<file path="src/hw/rtl/ifrb_pkg.sv">
// Package for the IP flood rate blocker: shared types, codes and reset values.
// No dependencies.
`default_nettype none
package ifrb_pkg;
  localparam int DEF_TABLE_DEPTH = 1024;
  localparam int DEF_COUNT_BITS = 16;
  localparam int CFG_IDX_BITS = 3;
  localparam int CFG_DATA_BITS = 41;

  localparam logic [CFG_IDX_BITS-1:0] REG_WINDOW = 3'd0;
  localparam logic [CFG_IDX_BITS-1:0] REG_BLOCK_TIME = 3'd1;
  localparam logic [CFG_IDX_BITS-1:0] REG_SYN_TH = 3'd2;
  localparam logic [CFG_IDX_BITS-1:0] REG_ICMP_TH = 3'd3;
  localparam logic [CFG_IDX_BITS-1:0] REG_UDP_TH = 3'd4;

  localparam logic [40:0] RST_WINDOW = 41'd1000000000;
  localparam logic [40:0] RST_BLOCK_TIME = 41'd30000000000;
  localparam logic [15:0] RST_SYN_TH = 16'd100;
  localparam logic [15:0] RST_ICMP_TH = 16'd50;
  localparam logic [15:0] RST_UDP_TH = 16'd200;

  localparam logic [2:0] RSN_NONE = 3'd0;
  localparam logic [2:0] RSN_BLOCKED = 3'd1;
  localparam logic [2:0] RSN_NULL = 3'd2;
  localparam logic [2:0] RSN_XMAS = 3'd3;
  localparam logic [2:0] RSN_FIN = 3'd4;
  localparam logic [2:0] RSN_SYN = 3'd5;
  localparam logic [2:0] RSN_ICMP = 3'd6;
  localparam logic [2:0] RSN_UDP = 3'd7;

  // Rate table selector.
  localparam logic [1:0] TBL_NONE = 2'd0;
  localparam logic [1:0] TBL_SYN = 2'd1;
  localparam logic [1:0] TBL_ICMP = 2'd2;
  localparam logic [1:0] TBL_UDP = 2'd3;

  localparam logic [7:0] PROTO_ICMP = 8'd1;
  localparam logic [7:0] PROTO_TCP = 8'd6;
  localparam logic [7:0] PROTO_UDP = 8'd17;
  localparam logic [7:0] ICMP_PING = 8'd8;

  // Classified command passed from front to back.
  typedef struct packed {
    logic        manual;     // manual block insert
    logic        bypass;     // no table touched, pass
    logic        l4_ok;
    logic [2:0]  scan_rsn;   // nonzero: scan drop after block check
    logic [1:0]  tbl;        // rate table to count in
    logic [63:0] now;
    logic [31:0] ip;
  } cmd_t;
endpackage
`default_nettype wire

</file>
<file path="src/hw/rtl/ifrb_front.sv">
// Front part: takes commands, classifies the header, pushes into a two-entry queue.
// Depends on ifrb_pkg.
`default_nettype none
module ifrb_front (
  input  wire logic              clk,
  input  wire logic              rst,
  input  wire logic              start,
  output logic                   busy,
  input  wire logic              action,
  input  wire logic [63:0]       now_ns,
  input  wire logic [31:0]       src_ip,
  input  wire logic              ipv4_complete,
  input  wire logic [7:0]        ip_protocol,
  input  wire logic              l4_complete,
  input  wire logic [5:0]        tcp_flags,
  input  wire logic [7:0]        icmp_type,
  input  wire logic              pop,
  output logic                   q_valid,
  output ifrb_pkg::cmd_t         q_cmd
);
  import ifrb_pkg::*;

  cmd_t q_mem [2];
  logic rd_ptr, wr_ptr;
  logic [1:0] fill;
  cmd_t cls;
  logic push;

  // Header classification.
  always_comb begin
    cls = '0;
    cls.manual = action;
    cls.bypass = !action && !ipv4_complete;
    cls.l4_ok = l4_complete;
    cls.now = now_ns;
    cls.ip = src_ip;
    cls.scan_rsn = RSN_NONE;
    cls.tbl = TBL_NONE;
    if (ip_protocol == PROTO_TCP) begin
      if (tcp_flags == 6'd0) begin
        cls.scan_rsn = RSN_NULL;
      end else if (tcp_flags[0] && tcp_flags[3] && tcp_flags[5]) begin
        cls.scan_rsn = RSN_XMAS;
      end else if (tcp_flags[0] && !tcp_flags[4]) begin
        cls.scan_rsn = RSN_FIN;
      end else if (tcp_flags[1] && !tcp_flags[4]) begin
        cls.tbl = TBL_SYN;
      end
    end else if (ip_protocol == PROTO_ICMP) begin
      if (icmp_type == ICMP_PING) cls.tbl = TBL_ICMP;
    end else if (ip_protocol == PROTO_UDP) begin
      cls.tbl = TBL_UDP;
    end else begin
      cls.l4_ok = 1'b1;
    end
  end

  assign busy = fill[1];
  assign push = start && !busy;
  assign q_valid = (fill != 2'd0);
  assign q_cmd = q_mem[rd_ptr];

  // Queue storage.
  always_ff @(posedge clk) begin
    if (push) q_mem[wr_ptr] <= cls;
  end

  // Queue pointers.
  always_ff @(posedge clk) begin
    if (rst) begin
      rd_ptr <= 1'b0;
      wr_ptr <= 1'b0;
      fill <= 2'd0;
    end else begin
      if (push) wr_ptr <= !wr_ptr;
      if (pop) rd_ptr <= !rd_ptr;
      fill <= fill + {1'b0, push} - {1'b0, pop};
    end
  end
endmodule
`default_nettype wire

</file>
<file path="config.mk">
export PLATFORM = sky130hd
export DESIGN_NAME = ifrb_front
export DESIGN_NICKNAME = d
export VERILOG_FILES = /design/src/hw/rtl/ifrb_pkg.sv /design/src/hw/rtl/ifrb_front.sv
export SDC_FILE = /design/constraint.sdc
export NUM_CORES = 1
export LEC_CHECK = 0
export ABC_AREA = 1
export BUFFER_PORTS_ARGS = -buffer_cell sky130_fd_sc_hd__buf_2
export CAP_MARGIN = 15
export CORE_MARGIN = 2
export CORE_UTILIZATION = 40
export CTS_CLUSTER_SIZE = 28
export DETAILED_ROUTE_END_ITERATION = 10
export GPL_ROUTABILITY_DRIVEN = 0
export MAX_ROUTING_LAYER = met4
export PLACE_DENSITY = 0.66
export SETUP_SLACK_MARGIN = 0.02
export SYNTH_ARGS = -nofsm -noshare
export SYNTH_HDL_FRONTEND = slang
export SYNTH_SLANG_ARGS = --single-unit
</file>
<file path="constraint.sdc">
create_clock -name clk -period 4.97 [get_ports clk]
set_clock_uncertainty 0.1 [all_clocks]
set_input_delay 0.2485 -clock clk [delete_from_list [all_inputs] [get_ports clk]]
set_output_delay 0.2485 -clock clk [all_outputs]
set_load 0.02 [all_outputs]
</file>
==> run_results.csv <==
group,metric,value,unit
outcome,status,"finished clean",
layout,nets,891,
pwr,p_sw_share,24.5,%
synth,ys_seq_area_share,77.3,%
placed_design,io_buffers,230,
layout,drive_gt1_share,47.8,%
pwr,total_power,4.50,mW
global_route,grt_use_total,15.9,%
layout,fin_area,0.0113,mm2
layout,n_fill_cell,1592,
detailed_routing,wirelength,16800,um
worst_setup_path,critPathBufInv,2,
detailed_routing,drt_iter0_drc,221,
die,die_w,147,um
synth,yosys.cell_types.count,18,
global_route,grt-ovfl-total,0,
pwr,pwr-share-comb,16.6,%
pwr,p_seq_share,49.3,%
pwr,p_leak,4.53,nW
synth,dominantRegCellSynth,"edfxtp_1",
clocking,cts_buffers,23,
detailed_routing,wl_per_cell,16.0,um
clocking,ctsHtreeMaxLevel,1,
synth,avgSynthCellArea,19.9,um2
clocking,post_cts_resized,0,
placed_design,place_inst,907,
synth,yosysWarnings,0,
placed_design,dp_hpwl,10500,um
worst_setup_path,crit_type,"reg2out",
sta,worstMarginPinSlew,823,ps
worst_setup_path,crit_chain,"buf_4, mux2_2, buf_2",
synth,synth_area_leaders,"edfxtp_1, mux2_4, mux2_2",
detailed_routing,post_drt_via_cell_ratio,4.54,
die,pin_count,231,
layout,instances_no_fill,1050,
placed_design,placed_area,0.00965,mm2
detailed_routing,first_pass_iters,4,
synth,postSynth.asyncResetShare,0,%
worst_setup_path,path_delay_family,"buffers and inverters",
die,std_cell_rows,52,
worst_setup_path,critPathLaunchType,"register",
synth,syn_inst,413,
clocking,cts_hold_buf,102,
detailed_routing,ant_nets,0,
synth,synth_top_cell_area_share,76.1,%
sta,finalCritPeriodShare,58.3,%
pwr,internal_power,3.40,mW
sta,max-slew-margin-rel,45.1,%
layout,utilization,56.3,%
sta,setup_viol,0,
min_path,worstHoldStart,"tcp_flags[4]",
worst_setup_path,cp_max_fo,43,
die,fp.dieH,147,um
synth,netlist_area,0.00821,mm2
sta,max_freq,345,MHz
worst_setup_path,max_stage_delay,740,ps
pwr,peakVddDrop,0.307,mV
pwr,p_sw,1.10,mW
global_route,grt_max_degree,62,
global_route,antenna_found_initial,2,
worst_setup_path,arrival,2550,ps
clocking,cts_root_buf,"clkbuf_16",
worst_setup_path,required,4620,ps
die,core_area,0.0202,mm2
sta,whs,58.6,ps
sta,min_period,2900,ps
min_path,hold_path_class,"in2reg",
clocking,cts_tree,"built",
clocking,cts_buffer_depth,3,
sta,slew_violations,0,
global_route,grt_pass1_vias,5219,
clocking,worst_setup_hold_path_clk_slew,60,ps
sta,setup_ws,2070,ps
pwr,clkPwrFrac,34.1,%
synth,synth_top_area_cell,"edfxtp_1",
die,start_util,40.7,%
sta,final_hold_viol_count,0,
sta,rsz0062_at_grt,"false",
flow_run,cap_violations,0,
detailed_routing,vias,4763,
global_route,grt_pass1_wl,26600,um
synth,ys_ff_latch,213,
clocking,post_cts_buffers,0,
sta,finalSetupTns,0,ps
clocking,clk-insertion-delay-late,500,ps
worst_setup_path,worstReg2RegStart,"fill[1]",
placed_design,place_ws,2550,ps
worst_setup_path,worst_setup_path_end_kind,"output port",
synth,syn_nets,540,
layout,syn_to_final_growth,38.2,%
worst_setup_path,slowest_stage,"dfxtp_4",
pwr,power.density,396,mW/mm2
clocking,cts.sinks,213,
detailed_routing,drc,0,
synth,synth-edff-count,208,
die,die-area,0.0217,mm2
==> worst paths after layout <==
path	end	slack [ps]	cells after the start
worst max-delay path	q_cmd[101]	2070	3
worst min-delay path	q_mem[0][100]	60	4
worst max register to register	q_mem[1][40]	3010	4
worst min register to register	rd_ptr	420	2
==> flip-flops by register name, summed over array words and instances (netlist names), named ones only <==
name / cells
q_mem: 208
wr_ptr: 1
fill: 2
rd_ptr: 1
==> routing by layer <==
metal / vias to the layer above / global-route usage [%] / share of wire (%)
li1: 2259 / - / -
met1: 2283 / 18.7 / 41
met2: 198 / 27.7 / 50
met3: 23 / 3.54 / 6.8
met4: 0 / 4.13 / 2.1
met5: - / - / 0
==> worst register-to-register path, cell delays in order (launching register included) <==
cell     delay (ps)
dfxtp_1         330
inv_1           100
nand2_1         180
nor2_4          160
buf_4           650
==> cell type report <==
| type | instances | area [um2] | share of cell area, % |
|---|---|---|---|
| repair buffers | 338 | 2220 | 19.5 |
| inverters | 21 | 78.8 | 0.695 |
| well taps | 270 | 338 | 2.98 |
| flip-flops and latches | 213 | 6350 | 56.0 |
| diodes | 2 | 5.00 | 0.0441 |
| multi-input cells | 167 | 1690 | 14.9 |
| clock buffers | 29 | 598 | 5.27 |
| clock inverters | 10 | 72.6 | 0.639 |
==> cells in the final DEF, fill, tap and decap left out, types with 3 or more instances in the layout <==
cell           instances
nor2_1                23
clkbuf_1               6
clkinv_1               5
buf_2                230
nand2_1               25
mux2_4                60
dfxtp_1                4
buf_4                  6
clkinv_2               3
mux2_2                44
inv_1                 21
edfxtp_1             208
dlygate4sd3_1        102
nand3_1                4
clkbuf_16             23
==> cells by family after synthesis <==
| logic type | after synthesis | share of synthesized area (%) |
|---|---|---|
| xor+xnor | 2 | 0.213 |
| compound gates | 2 | 0.122 |
| flops | 213 | 77.3 |
| mux | 104 | 17.0 |
| fa+ha+maj | 2 | 0.305 |
| simple gates | 57 | 2.74 |
| buf+inv | 33 | 2.35 |
==> cell usage after synthesis, types with 2 or more instances <==
master,count
nor2_1,25
mux2_2,44
dfxtp_1,5
xnor2_1,2
nand3_1,4
inv_1,21
ha_1,2
buf_6,7
edfxtp_1,208
nand2_1,25
buf_2,4
mux2_4,60
==> power by group through the flow <==
stage / Combinational (mW) / Clock, mW / Sequential [mW]
2_1_floorplan: 0.475 / 0 / 2.24
3_3_place_gp: 0.676 / 0 / 2.25
3_5_place_dp: 0.690 / 0 / 2.25
4_1_cts: 0.756 / 1.59 / 2.22
5_1_grt: 0.802 / 1.65 / 2.23
6_report: 0.748 / 1.53 / 2.22
Note: power is estimated with default switching activity, not from simulation.
